File: src/rtl/core/vmod_pkg.sv
// Shared types, codes and decode functions for the operand mode decoder.
`default_nettype none
package vmod_pkg;

  localparam logic [3:0] MAX_OPERANDS = 4'd8;
  localparam logic [3:0] MODE_MASK    = 4'hF;

  localparam logic KIND_START = 1'b0;
  localparam logic KIND_BYTE  = 1'b1;

  localparam logic [1:0] SIZE_WORD = 2'd2;

  localparam logic [2:0] CLS_CONST     = 3'd0;
  localparam logic [2:0] CLS_POP       = 3'd1;
  localparam logic [2:0] CLS_MEM_LOAD  = 3'd2;
  localparam logic [2:0] CLS_LOC_LOAD  = 3'd3;
  localparam logic [2:0] CLS_DISCARD   = 3'd4;
  localparam logic [2:0] CLS_PUSH      = 3'd5;
  localparam logic [2:0] CLS_MEM_STORE = 3'd6;
  localparam logic [2:0] CLS_LOC_STORE = 3'd7;

  localparam logic [1:0] FLT_NONE  = 2'd0;
  localparam logic [1:0] FLT_LOAD  = 2'd1;
  localparam logic [1:0] FLT_STORE = 2'd2;

  localparam logic [3:0] MODE_ZERO    = 4'd0;
  localparam logic [3:0] MODE_BAD_LO  = 4'd4;
  localparam logic [3:0] MODE_STACK   = 4'd8;
  localparam logic [3:0] MODE_BAD_HI  = 4'd12;

  localparam int unsigned CFG_AW = 3;
  localparam logic [CFG_AW-1:0] ADDR_RAM_START = 3'd0;

  localparam int unsigned Q_DEPTH = 2;
  localparam int unsigned Q_AW    = 1;

  typedef enum logic [1:0] {
    PH_IDLE  = 2'd0,
    PH_MODES = 2'd1,
    PH_BYTES = 2'd2,
    PH_ADV   = 2'd3
  } phase_t;

  typedef enum logic [2:0] {
    W_ZERO  = 3'd0,
    W_SX8   = 3'd1,
    W_SX16  = 3'd2,
    W_RAW   = 3'd3,
    W_LOCAL = 3'd4,
    W_RAM   = 3'd5
  } wsel_t;

  typedef struct packed {
    logic [2:0] cls;
    wsel_t      wsel;
    logic [1:0] fault;
  } dec_t;

  typedef struct packed {
    logic [2:0]  index;
    logic [2:0]  cls;
    wsel_t       wsel;
    logic [31:0] acc;
    logic [31:0] base;
    logic [1:0]  size;
    logic [1:0]  fault;
    logic        last;
  } job_t;

  function automatic logic is_bad(input logic [3:0] mode, input logic store);
    is_bad = (mode == MODE_BAD_LO) || (mode == MODE_BAD_HI) ||
             (store && (mode != MODE_ZERO) && (mode < MODE_BAD_LO));
  endfunction

  function automatic logic [2:0] bytes_for(input logic [3:0] mode, input logic store);
    if ((mode[1:0] == 2'd0) || is_bad(mode, store)) begin
      bytes_for = 3'd0;
    end else if (mode[1:0] == 2'd3) begin
      bytes_for = 3'd4;
    end else begin
      bytes_for = {1'b0, mode[1:0]};
    end
  endfunction

  function automatic dec_t decode(input logic [3:0] mode, input logic store);
    dec_t d;
    d.cls   = CLS_CONST;
    d.wsel  = W_ZERO;
    d.fault = FLT_NONE;
    if (is_bad(mode, store)) begin
      d.fault = store ? FLT_STORE : FLT_LOAD;
    end else if (!store) begin
      if (mode == MODE_ZERO) begin
        d.cls = CLS_CONST;
      end else if (mode < MODE_BAD_LO) begin
        d.cls = CLS_CONST;
        case (mode[1:0])
          2'd1:    d.wsel = W_SX8;
          2'd2:    d.wsel = W_SX16;
          default: d.wsel = W_RAW;
        endcase
      end else if (mode == MODE_STACK) begin
        d.cls = CLS_POP;
      end else if (mode < MODE_STACK) begin
        d.cls  = CLS_MEM_LOAD;
        d.wsel = W_RAW;
      end else if (mode < MODE_BAD_HI) begin
        d.cls  = CLS_LOC_LOAD;
        d.wsel = W_LOCAL;
      end else begin
        d.cls  = CLS_MEM_LOAD;
        d.wsel = W_RAM;
      end
    end else begin
      if (mode == MODE_ZERO) begin
        d.cls = CLS_DISCARD;
      end else if (mode == MODE_STACK) begin
        d.cls = CLS_PUSH;
      end else if (mode < MODE_STACK) begin
        d.cls  = CLS_MEM_STORE;
        d.wsel = W_RAW;
      end else if (mode < MODE_BAD_HI) begin
        d.cls  = CLS_LOC_STORE;
        d.wsel = W_RAW;
      end else begin
        d.cls  = CLS_MEM_STORE;
        d.wsel = W_RAM;
      end
    end
    decode = d;
  endfunction

endpackage
`default_nettype wire

File: src/rtl/core/vmod_if.sv
// Input and result channel interfaces of the operand mode decoder.
`default_nettype none
interface vmod_in_if;
  logic        valid;
  logic        ready;
  logic        kind;
  logic [3:0]  operand_count;
  logic [1:0]  size_code;
  logic [7:0]  store_mask;
  logic [31:0] locals_base;
  logic [7:0]  code_byte;

  modport source (
    output valid, kind, operand_count, size_code, store_mask, locals_base, code_byte,
    input  ready
  );
  modport sink (
    input  valid, kind, operand_count, size_code, store_mask, locals_base, code_byte,
    output ready
  );
endinterface

interface vmod_out_if;
  logic        valid;
  logic        ready;
  logic [2:0]  operand_index;
  logic [2:0]  operand_class;
  logic [31:0] operand_word;
  logic [1:0]  access_size;
  logic [1:0]  fault;
  logic        last;

  modport source (
    output valid, operand_index, operand_class, operand_word, access_size, fault, last,
    input  ready
  );
  modport sink (
    input  valid, operand_index, operand_class, operand_word, access_size, fault, last,
    output ready
  );
endinterface
`default_nettype wire

File: src/rtl/core/vmod_front.sv
// Front sequencer: takes start and byte items, stores mode nibbles, queues descriptors.
`default_nettype none
module vmod_front (
  input  wire logic          clk,
  input  wire logic          rst_n,
  vmod_in_if.sink            in_ch,
  input  wire logic          q_full,
  output logic               q_push,
  output vmod_pkg::job_t     q_job
);

  vmod_pkg::phase_t phase_r, phase_nxt;
  logic [3:0]  ops_r, ops_nxt;
  logic [1:0]  size_r, size_nxt;
  logic [7:0]  form_r, form_nxt;
  logic [31:0] base_r, base_nxt;
  logic [2:0]  seen_r, seen_nxt;
  logic [3:0]  cur_r, cur_nxt;
  logic [2:0]  left_r, left_nxt;
  logic [31:0] acc_r, acc_nxt;
  logic [3:0]  nib_r [8];

  logic          in_fire;
  logic          nib_we;
  logic [31:0]   acc_in;
  logic [3:0]    mode_cur;
  logic          store_cur;
  vmod_pkg::dec_t dec;
  logic          last_cur;
  logic [2:0]    k_cur;

  assign in_ch.ready = (phase_r != vmod_pkg::PH_ADV) && !q_full;
  assign in_fire     = in_ch.valid && in_ch.ready;
  assign acc_in      = {acc_r[23:0], in_ch.code_byte};
  assign mode_cur    = nib_r[cur_r[2:0]];
  assign store_cur   = form_r[cur_r[2:0]];
  assign dec         = vmod_pkg::decode(mode_cur, store_cur);
  assign k_cur       = vmod_pkg::bytes_for(mode_cur, store_cur);
  assign last_cur    = (dec.fault != vmod_pkg::FLT_NONE) ||
                       (({1'b0, cur_r} + 5'd1) >= {1'b0, ops_r});

  always_ff @(posedge clk) begin
    if (!rst_n) begin
      phase_r <= vmod_pkg::PH_IDLE;
      ops_r   <= 4'd0;
      size_r  <= 2'd0;
      form_r  <= 8'd0;
      base_r  <= 32'd0;
      seen_r  <= 3'd0;
      cur_r   <= 4'd0;
      left_r  <= 3'd0;
      acc_r   <= 32'd0;
    end else begin
      phase_r <= phase_nxt;
      ops_r   <= ops_nxt;
      size_r  <= size_nxt;
      form_r  <= form_nxt;
      base_r  <= base_nxt;
      seen_r  <= seen_nxt;
      cur_r   <= cur_nxt;
      left_r  <= left_nxt;
      acc_r   <= acc_nxt;
    end
  end

  always_ff @(posedge clk) begin
    if (nib_we) begin
      nib_r[{seen_r[1:0], 1'b0}] <= in_ch.code_byte[3:0] & vmod_pkg::MODE_MASK;
      nib_r[{seen_r[1:0], 1'b1}] <= in_ch.code_byte[7:4] & vmod_pkg::MODE_MASK;
    end
  end

  always_comb begin
    phase_nxt = phase_r;
    ops_nxt   = ops_r;
    size_nxt  = size_r;
    form_nxt  = form_r;
    base_nxt  = base_r;
    seen_nxt  = seen_r;
    cur_nxt   = cur_r;
    left_nxt  = left_r;
    acc_nxt   = acc_r;
    nib_we    = 1'b0;
    q_push    = 1'b0;

    q_job.index = cur_r[2:0];
    q_job.cls   = dec.cls;
    q_job.wsel  = dec.wsel;
    q_job.acc   = 32'd0;
    q_job.base  = base_r;
    q_job.size  = size_r;
    q_job.fault = dec.fault;
    q_job.last  = last_cur;

    if (in_fire && (in_ch.kind == vmod_pkg::KIND_START)) begin
      ops_nxt   = (in_ch.operand_count > vmod_pkg::MAX_OPERANDS) ?
                  vmod_pkg::MAX_OPERANDS : in_ch.operand_count;
      size_nxt  = (in_ch.size_code > vmod_pkg::SIZE_WORD) ?
                  vmod_pkg::SIZE_WORD : in_ch.size_code;
      form_nxt  = in_ch.store_mask;
      base_nxt  = in_ch.locals_base;
      seen_nxt  = 3'd0;
      cur_nxt   = 4'd0;
      left_nxt  = 3'd0;
      acc_nxt   = 32'd0;
      phase_nxt = (in_ch.operand_count == 4'd0) ? vmod_pkg::PH_IDLE : vmod_pkg::PH_MODES;
    end else begin
      case (phase_r)
        vmod_pkg::PH_MODES: begin
          if (in_fire) begin
            nib_we   = 1'b1;
            seen_nxt = seen_r + 3'd1;
            if (({1'b0, seen_r} + 4'd1) >= ((ops_r + 4'd1) >> 1)) begin
              phase_nxt = vmod_pkg::PH_ADV;
              left_nxt  = 3'd0;
            end
          end
        end
        vmod_pkg::PH_BYTES: begin
          if (in_fire) begin
            acc_nxt  = acc_in;
            left_nxt = left_r - 3'd1;
            if (left_r == 3'd1) begin
              q_push    = 1'b1;
              q_job.acc = acc_in;
              cur_nxt   = cur_r + 4'd1;
              phase_nxt = last_cur ? vmod_pkg::PH_IDLE : vmod_pkg::PH_ADV;
            end
          end
        end
        vmod_pkg::PH_ADV: begin
          if (cur_r >= ops_r) begin
            phase_nxt = vmod_pkg::PH_IDLE;
          end else if (k_cur != 3'd0) begin
            acc_nxt   = 32'd0;
            left_nxt  = k_cur;
            phase_nxt = vmod_pkg::PH_BYTES;
          end else if (!q_full) begin
            acc_nxt = 32'd0;
            q_push  = 1'b1;
            cur_nxt = cur_r + 4'd1;
            if (last_cur) begin
              phase_nxt = vmod_pkg::PH_IDLE;
            end
          end
        end
        default: begin
        end
      endcase
    end
  end

  a_push_room: assert property (@(posedge clk) disable iff (!rst_n) q_push |-> !q_full)
    else $error("descriptor pushed into a full queue");
  a_bytes_left: assert property (@(posedge clk) disable iff (!rst_n)
    (phase_r == vmod_pkg::PH_BYTES) |-> (left_r != 3'd0))
    else $error("byte phase with no bytes outstanding");
  a_ops_range: assert property (@(posedge clk) disable iff (!rst_n)
    (phase_r != vmod_pkg::PH_IDLE) |-> ((ops_r != 4'd0) && (ops_r <= vmod_pkg::MAX_OPERANDS)))
    else $error("open instruction with bad operand count");

endmodule
`default_nettype wire

File: src/rtl/core/vmod_fifo.sv
// Two-entry descriptor queue between the front sequencer and the back end.
`default_nettype none
module vmod_fifo (
  input  wire logic           clk,
  input  wire logic           rst_n,
  input  wire logic           push,
  input  wire vmod_pkg::job_t push_data,
  output logic                full,
  input  wire logic           pop,
  output logic                head_valid,
  output vmod_pkg::job_t      head_data
);

  vmod_pkg::job_t          mem_r [vmod_pkg::Q_DEPTH];
  logic [vmod_pkg::Q_AW:0]   cnt_r, cnt_nxt;
  logic [vmod_pkg::Q_AW-1:0] wp_r, rp_r;
  logic                      do_push, do_pop;

  assign full       = (cnt_r == (vmod_pkg::Q_AW + 1)'(vmod_pkg::Q_DEPTH));
  assign head_valid = (cnt_r != '0);
  assign head_data  = mem_r[rp_r];
  assign do_push    = push && !full;
  assign do_pop     = pop && head_valid;

  always_comb begin
    cnt_nxt = cnt_r;
    if (do_push && !do_pop) begin
      cnt_nxt = cnt_r + 1'b1;
    end else if (do_pop && !do_push) begin
      cnt_nxt = cnt_r - 1'b1;
    end
  end

  always_ff @(posedge clk) begin
    if (!rst_n) begin
      cnt_r <= '0;
      wp_r  <= '0;
      rp_r  <= '0;
    end else begin
      cnt_r <= cnt_nxt;
      if (do_push) begin
        wp_r <= wp_r + 1'b1;
      end
      if (do_pop) begin
        rp_r <= rp_r + 1'b1;
      end
    end
  end

  always_ff @(posedge clk) begin
    if (do_push) begin
      mem_r[wp_r] <= push_data;
    end
  end

endmodule
`default_nettype wire

File: src/rtl/core/vmod_back.sv
// Back end: forms the operand word and holds the descriptor in the output register.
`default_nettype none
module vmod_back (
  input  wire logic           clk,
  input  wire logic           rst_n,
  input  wire logic [31:0]    ram_start,
  input  wire logic           head_valid,
  input  wire vmod_pkg::job_t head_data,
  output logic                pop,
  vmod_out_if.source          out_ch
);

  logic        valid_r;
  logic [2:0]  index_r;
  logic [2:0]  cls_r;
  logic [31:0] word_r;
  logic [1:0]  size_r;
  logic [1:0]  fault_r;
  logic        last_r;
  logic [31:0] word_nxt;

  assign pop = head_valid && (!valid_r || out_ch.ready);

  always_comb begin
    case (head_data.wsel)
      vmod_pkg::W_SX8:   word_nxt = {{24{head_data.acc[7]}}, head_data.acc[7:0]};
      vmod_pkg::W_SX16:  word_nxt = {{16{head_data.acc[15]}}, head_data.acc[15:0]};
      vmod_pkg::W_RAW:   word_nxt = head_data.acc;
      vmod_pkg::W_LOCAL: word_nxt = head_data.acc + head_data.base;
      vmod_pkg::W_RAM:   word_nxt = head_data.acc + ram_start;
      default:           word_nxt = 32'd0;
    endcase
  end

  always_ff @(posedge clk) begin
    if (!rst_n) begin
      valid_r <= 1'b0;
    end else if (pop) begin
      valid_r <= 1'b1;
    end else if (out_ch.ready) begin
      valid_r <= 1'b0;
    end
  end

  always_ff @(posedge clk) begin
    if (pop) begin
      index_r <= head_data.index;
      cls_r   <= head_data.cls;
      word_r  <= word_nxt;
      size_r  <= head_data.size;
      fault_r <= head_data.fault;
      last_r  <= head_data.last;
    end
  end

  assign out_ch.valid         = valid_r;
  assign out_ch.operand_index = index_r;
  assign out_ch.operand_class = cls_r;
  assign out_ch.operand_word  = word_r;
  assign out_ch.access_size   = size_r;
  assign out_ch.fault         = fault_r;
  assign out_ch.last          = last_r;

endmodule
`default_nettype wire

File: src/rtl/core/vm_operand_mode_decoder.sv
// Operand mode decoder top level: front sequencer, descriptor queue, back end, APB register.
// A descriptor completed by a byte goes into the descriptor queue, then into the output register once that is free.
// Throughput: while the queue has room, one byte per cycle; each operand also passes through
// a front lookup state that holds the input, where operands with no bytes leave one per cycle.
// Reset: synchronous active-low rst_n clears control state, the queue and ram_start;
// the mode nibble store is not reset and is always written before it is read.
`default_nettype none
module vm_operand_mode_decoder (
  input  wire logic                          clk,
  input  wire logic                          rst_n,
  vmod_in_if.sink                            in_ch,
  vmod_out_if.source                         out_ch,
  input  wire logic                          cfg_psel,
  input  wire logic                          cfg_penable,
  input  wire logic                          cfg_pwrite,
  input  wire logic [vmod_pkg::CFG_AW-1:0]   cfg_paddr,
  input  wire logic [31:0]                   cfg_pwdata,
  output logic [31:0]                        cfg_prdata,
  output logic                               cfg_pready
);

  logic [31:0]    ram_start_r;
  logic           q_push, q_full, q_pop, q_head_valid;
  vmod_pkg::job_t q_job, q_head;

  assign cfg_pready = 1'b1;
  assign cfg_prdata = (cfg_paddr == vmod_pkg::ADDR_RAM_START) ? ram_start_r : 32'd0;

  always_ff @(posedge clk) begin
    if (!rst_n) begin
      ram_start_r <= 32'd0;
    end else if (cfg_psel && cfg_penable && cfg_pwrite && cfg_pready &&
                 (cfg_paddr == vmod_pkg::ADDR_RAM_START)) begin
      ram_start_r <= cfg_pwdata;
    end
  end

  vmod_front u_front (
    .clk    (clk),
    .rst_n  (rst_n),
    .in_ch  (in_ch),
    .q_full (q_full),
    .q_push (q_push),
    .q_job  (q_job)
  );

  vmod_fifo u_fifo (
    .clk        (clk),
    .rst_n      (rst_n),
    .push       (q_push),
    .push_data  (q_job),
    .full       (q_full),
    .pop        (q_pop),
    .head_valid (q_head_valid),
    .head_data  (q_head)
  );

  vmod_back u_back (
    .clk        (clk),
    .rst_n      (rst_n),
    .ram_start  (ram_start_r),
    .head_valid (q_head_valid),
    .head_data  (q_head),
    .pop        (q_pop),
    .out_ch     (out_ch)
  );

endmodule
`default_nettype wire
File: src/flat_wrapper.sv
// flat-port wrapper written by rule: the top's interface ports become plain ports
module vm_operand_mode_decoder_flat 
  (clk, rst_n, cfg_psel, cfg_penable, cfg_pwrite, cfg_paddr, cfg_pwdata, cfg_prdata, cfg_pready, in_ch_valid, in_ch_kind, in_ch_operand_count, in_ch_size_code, in_ch_store_mask, in_ch_locals_base, in_ch_code_byte, in_ch_ready, out_ch_valid, out_ch_operand_index, out_ch_operand_class, out_ch_operand_word, out_ch_access_size, out_ch_fault, out_ch_last, out_ch_ready);
  vmod_in_if in_ch_i ();
  vmod_out_if out_ch_i ();
  input  wire logic clk;
  input  wire logic rst_n;
  input  wire logic cfg_psel;
  input  wire logic cfg_penable;
  input  wire logic cfg_pwrite;
  input  wire logic [vmod_pkg::CFG_AW-1:0] cfg_paddr;
  input  wire logic [31:0] cfg_pwdata;
  output logic [31:0] cfg_prdata;
  output logic cfg_pready;
  input wire logic [$bits(in_ch_i.valid)-1:0] in_ch_valid;
  input wire logic [$bits(in_ch_i.kind)-1:0] in_ch_kind;
  input wire logic [$bits(in_ch_i.operand_count)-1:0] in_ch_operand_count;
  input wire logic [$bits(in_ch_i.size_code)-1:0] in_ch_size_code;
  input wire logic [$bits(in_ch_i.store_mask)-1:0] in_ch_store_mask;
  input wire logic [$bits(in_ch_i.locals_base)-1:0] in_ch_locals_base;
  input wire logic [$bits(in_ch_i.code_byte)-1:0] in_ch_code_byte;
  output wire logic [$bits(in_ch_i.ready)-1:0] in_ch_ready;
  output wire logic [$bits(out_ch_i.valid)-1:0] out_ch_valid;
  output wire logic [$bits(out_ch_i.operand_index)-1:0] out_ch_operand_index;
  output wire logic [$bits(out_ch_i.operand_class)-1:0] out_ch_operand_class;
  output wire logic [$bits(out_ch_i.operand_word)-1:0] out_ch_operand_word;
  output wire logic [$bits(out_ch_i.access_size)-1:0] out_ch_access_size;
  output wire logic [$bits(out_ch_i.fault)-1:0] out_ch_fault;
  output wire logic [$bits(out_ch_i.last)-1:0] out_ch_last;
  input wire logic [$bits(out_ch_i.ready)-1:0] out_ch_ready;
  assign in_ch_i.valid = in_ch_valid;
  assign in_ch_i.kind = in_ch_kind;
  assign in_ch_i.operand_count = in_ch_operand_count;
  assign in_ch_i.size_code = in_ch_size_code;
  assign in_ch_i.store_mask = in_ch_store_mask;
  assign in_ch_i.locals_base = in_ch_locals_base;
  assign in_ch_i.code_byte = in_ch_code_byte;
  assign in_ch_ready = in_ch_i.ready;
  assign out_ch_valid = out_ch_i.valid;
  assign out_ch_operand_index = out_ch_i.operand_index;
  assign out_ch_operand_class = out_ch_i.operand_class;
  assign out_ch_operand_word = out_ch_i.operand_word;
  assign out_ch_access_size = out_ch_i.access_size;
  assign out_ch_fault = out_ch_i.fault;
  assign out_ch_last = out_ch_i.last;
  assign out_ch_i.ready = out_ch_ready;
  vm_operand_mode_decoder u_core (.clk(clk), .rst_n(rst_n), .in_ch(in_ch_i), .out_ch(out_ch_i), .cfg_psel(cfg_psel), .cfg_penable(cfg_penable), .cfg_pwrite(cfg_pwrite), .cfg_paddr(cfg_paddr), .cfg_pwdata(cfg_pwdata), .cfg_prdata(cfg_prdata), .cfg_pready(cfg_pready));
endmodule
File: config.mk
export PLATFORM = sky130hd
export DESIGN_NAME = vm_operand_mode_decoder_flat
export DESIGN_NICKNAME = d
export VERILOG_FILES = /design/src/rtl/core/vmod_pkg.sv /design/src/rtl/core/vmod_if.sv /design/src/rtl/core/vmod_front.sv /design/src/rtl/core/vmod_fifo.sv /design/src/rtl/core/vmod_back.sv /design/src/rtl/core/vm_operand_mode_decoder.sv /design/src/flat_wrapper.sv
export SDC_FILE = /design/constraint.sdc
export NUM_CORES = 1
export LEC_CHECK = 0
export ABC_AREA = 1
export BUFFER_PORTS_ARGS = -buffer_cell sky130_fd_sc_hd__buf_2
export CORE_ASPECT_RATIO = 0.6
export CORE_MARGIN = 5
export CORE_UTILIZATION = 54
export DETAILED_ROUTE_END_ITERATION = 16
export PLACE_DENSITY = 0.76
export SLEW_MARGIN = 20
export SYNTH_ARGS = -nofsm -noshare
export SYNTH_HDL_FRONTEND = slang
export SYNTH_HIERARCHICAL = 1
export SYNTH_SLANG_ARGS = --single-unit
File: constraint.sdc
create_clock -name clk -period 5.7 [get_ports clk]
set_input_delay 0.285 -clock clk [delete_from_list [all_inputs] [get_ports clk]]
set_output_delay 0.285 -clock clk [all_outputs]
set_load 0.005 [all_outputs]
==> flow_summary.json <==
{
  "p_comb_share_pct": 19.9,
  "area_growth_pct": 14.3,
  "yosysWarnings": 6,
  "intPower_mw": 4.58,
  "synth_most_common_cell": "nand2_1",
  "drive_gt1_share_pct": 19.2,
  "synth.area.top_cells": "edfxtp_1 38%, dfxtp_1 14%, nand2_1 9.4%",
  "critPathRequiredTime_ns": 5.98,
  "fin_ws_ns": 1.38,
  "syn_inst": 2000,
  "leakagePower_nw": 8.78,
  "dr.pass1.iters": 7,
  "path_common_cell": "nand2_1",
  "gr-total-overflow": 0,
  "rsz0062_at_grt": "no",
  "cts_made_buffers": 35,
  "clock_latency_ns": 0.53,
  "wl_per_cell_um": 19.4,
  "crit_arrival_ns": 4.60,
  "synthDominantCellAreaShare_pct": 38.4,
  "slew_viol_final": 0,
  "finalSetupTns_ns": 0,
  "max_freq_mhz": 231,
  "ir_worst_vdd_mv": 0.222,
  "port_buffers": 173,
  "antenna_cells": 0,
  "power.density_nw_per_um2": 320,
  "drcViolationCount": 0,
  "first_iter_violations": 1807,
  "hpwlAfterDp_um": 37600,
  "coreArea_um2": 32700,
  "stdcell_count": 2660,
  "grt_first_pass_wirelength_um": 77400,
  "outcome": "finished clean",
  "switching_power_mw": 2.03,
  "grt_max_degree": 86,
  "worst_setup_path_start_kind": "flip-flop",
  "clockPowerShare_pct": 34.5,
  "setup.worst_path.end": "u_core/u_back/out_ch.operand_word[22]",
  "synth_ff_type": "edfxtp_1",
  "multi_input_area_um2": 7210,
  "finalHoldViolCount": 0,
  "post-place-ws_ns": 1.54,
  "worst_slew_pin_slew_ns": 0.997,
  "dpl.cell_count": 2562,
  "postCtsSetupBuffers": 0,
  "synth_area_per_cell_um2": 9.03,
  "first_global_vias": 13300,
  "yosys.area.top_type": "edfxtp_1",
  "reg2reg_to": "u_core/u_back/out_ch.operand_word[22]",
  "via_per_inst": 5.43,
  "cts_root_buffer": "clkbuf_16",
  "timing_worst_setup_path_type": "flip-flop to flip-flop",
  "skew_ns": 0.0166,
  "dr_wl_met3_um": 6320,
  "crit_fanout": 26,
  "cp_slowest_cell": "nand3_2",
  "seqPwrFrac_pct": 45.6,
  "clockBufferDepth": 3,
  "fp.dieH_um": 152,
  "cp_num_buf_inv": 1,
  "vias": 14400,
  "min_path_cells": 2,
  "cap_violations": 0,
  "io_pins": 175,
  "cts_tree": "built",
  "ant_nets": 0,
  "ys_ff_latch": 354,
  "path_cells": "mux2_2, inv_2, nand3_2, mux2_2, ha_1, fa_1, nand3_1, nand3_1, nand2_1, nand2_1, nand2_1, nand2_1, nand2_1, nand3_1, nand3_1, nand2_1",
  "highest_layer": "met5",
  "htree_levels": 2,
  "synth-edff-count": 231,
  "post-route-min-period_ns": 4.32,
  "wl_um": 51500,
  "syn_area_um2": 18100,
  "hold_ws_ns": 0.0181,
  "r2r_cells": 16,
  "worst-r2r-setup-slack_ns": 1.38,
  "fp.dieW_um": 246,
  "p_sw_share_pct": 30.7,
  "path_clk_slew_ns": 0.07,
  "die_area_um2": 37300,
  "ys_seq_area_share_pct": 52.0,
  "nets": 2343,
  "seqCellArea_um2": 9400,
  "postSynth.asyncResetShare_pct": 0,
  "start_util_pct": 55.2,
  "place.gp.congestion": 1.04,
  "cp.depth": 16,
  "endpoint_kind": "flip-flop",
  "hp-class": "input port to flip-flop",
  "ys_types": 52,
  "syn_nets": 2160,
  "path_delay_family": "simple AND/OR/NAND/NOR gates",
  "antenna_found_initial": 3,
  "critPathMaxStageDelay_ns": 0.59,
  "cts_sinks": 354,
  "synth_commonest_cells": "453 x nand2_1, 281 x nor2_1, 256 x inv_1",
  "setup_viol": 0,
  "gr-usage-all-layers_pct": 27.2,
  "fillers": 2695,
  "fin_crit_sh_pct": 75.8,
  "drt-met1-wl_um": 23700,
  "wl_met2_um": 20800,
  "slew_headroom_pct": 33.4,
  "rows": 51
}
-- worst reg2reg max path, cell delays in order (launching register included) --
cell and delay, ns:
dfxtp_4 0.54, mux2_2 0.44, inv_2 0.11, nand3_2 0.59, mux2_2 0.54, ha_1 0.23, fa_1 0.45, nand3_1 0.14
nand3_1 0.22, nand2_1 0.12, nand2_1 0.10, nand2_1 0.07, nand2_1 0.16, nand2_1 0.14, nand3_1 0.08, nand3_1 0.10
nand2_1 0.08
-- area by class of cell --
cell class                      count  area share (%)
Timing Repair Buffer              221            6.41
Sequential cell                   354            45.5
Multi-Input combinational cell   1306            34.9
Tap cell                          450            2.73
Clock buffer                       45            4.73
Inverter                          265            4.88
Clock inverter                     19           0.788
-- registers in the layout (all words and copies together) (netlist names), 2 cells and up, named ones only --
register / flops
u_core/ram_start_r: 32
u_core/u_back/out_ch.access_size: 2
u_core/u_back/out_ch.fault: 2
u_core/u_back/out_ch.operand_class: 3
u_core/u_back/out_ch.operand_index: 3
u_core/u_back/out_ch.operand_word: 32
u_core/u_fifo/cnt_r: 2
u_core/u_fifo/mem_r: 156
u_core/u_front/acc_r: 24
u_core/u_front/base_r: 32
u_core/u_front/cur_r: 4
u_core/u_front/form_r: 8
u_core/u_front/left_r: 3
u_core/u_front/nib_r: 32
u_core/u_front/ops_r: 4
u_core/u_front/phase_r: 2
u_core/u_front/seen_r: 3
u_core/u_front/size_r: 2
-- stage by stage --
| stage | cell area, µm² | utilization (%) | power (mW) |
|---|---|---|---|
| floorplan | 18100 | - | 4.01 |
| global placement | 19200 | 58.6 | 4.28 |
| detailed placement | 19200 | 58.6 | 4.31 |
| CTS | 20600 | 63.1 | 6.60 |
| global route | 20600 | 63.1 | 6.91 |
| finish | 20600 | 63.1 | 6.61 |
-- power groups by stage --
stage	Sequential, mW	Combinational, mW	Clock (mW)
5_1_grt	3.03	1.45	2.43
2_1_floorplan	3.01	1.01	0
4_1_cts	3.01	1.28	2.31
3_5_place_dp	3.07	1.25	0
6_report	3.01	1.32	2.28
3_3_place_gp	3.06	1.22	0
-- worst min-delay path by stage --
stage | startpoint | endpoint | slack (ns)
final | in_ch_size_code[0] | u_core/u_front/size_r[0] | 0.02
after global routing | in_ch_operand_count[0] | u_core/u_front/ops_r[0] | 0.01
after CTS | in_ch_locals_base[29] | u_core/u_front/base_r[29] | 0.004
after detailed placement | u_core/u_front/base_r[23] | u_core/u_fifo/mem_r[1][28] | 0.44
after global placement | u_core/u_front/base_r[23] | u_core/u_fifo/mem_r[0][28] | 0.43
after floorplan | in_ch_code_byte[0] | u_core/u_front/nib_r[0][0] | 0.38
-- routing by layer --
| layer | vias to the layer above | global-route usage (%) |
|---|---|---|
| li1 | 6891 | - |
| met1 | 6738 | 42.2 |
| met2 | 756 | 38.0 |
| met3 | 48 | 8.29 |
| met4 | 2 | 4.18 |
| met5 | - | 2.54 |
-- repair_timing --
item,in CTS,in global routing
setup endpoints to repair,0,0
resized for setup,0,0
hold buffers,34,0
hold endpoints to repair,34,0
-- cells by family after synthesis --
group	after synthesis	share of synthesized area (%)
and+or+nand+nor	921	21.5
adders and majority gates	63	4.41
other	1	0.0208
muxes	109	7.21
DFF	354	52.0
AOI/OAI and AO/OA	204	6.26
buffers and inverters	340	8.18
xor gates and xnor gates	8	0.388
-- layout by cell type (no fill, tap or decap), types with 13 or more instances in the layout --
master	synthesis	routed
buf_2	26	173
nand2_1	453	453
nand3_1	121	121
dfxtp_1	123	122
a21oi_1	97	96
dlygate4sd3_1	0	34
mux2_2	89	89
buf_4	8	13
nor2_1	281	278
nand3_2	20	20
o21ai_0	69	69
ha_1	62	62
clkbuf_16	0	37
mux2_4	20	20
inv_1	256	256
edfxtp_1	231	231
Power figures use the tool's default switching activity.
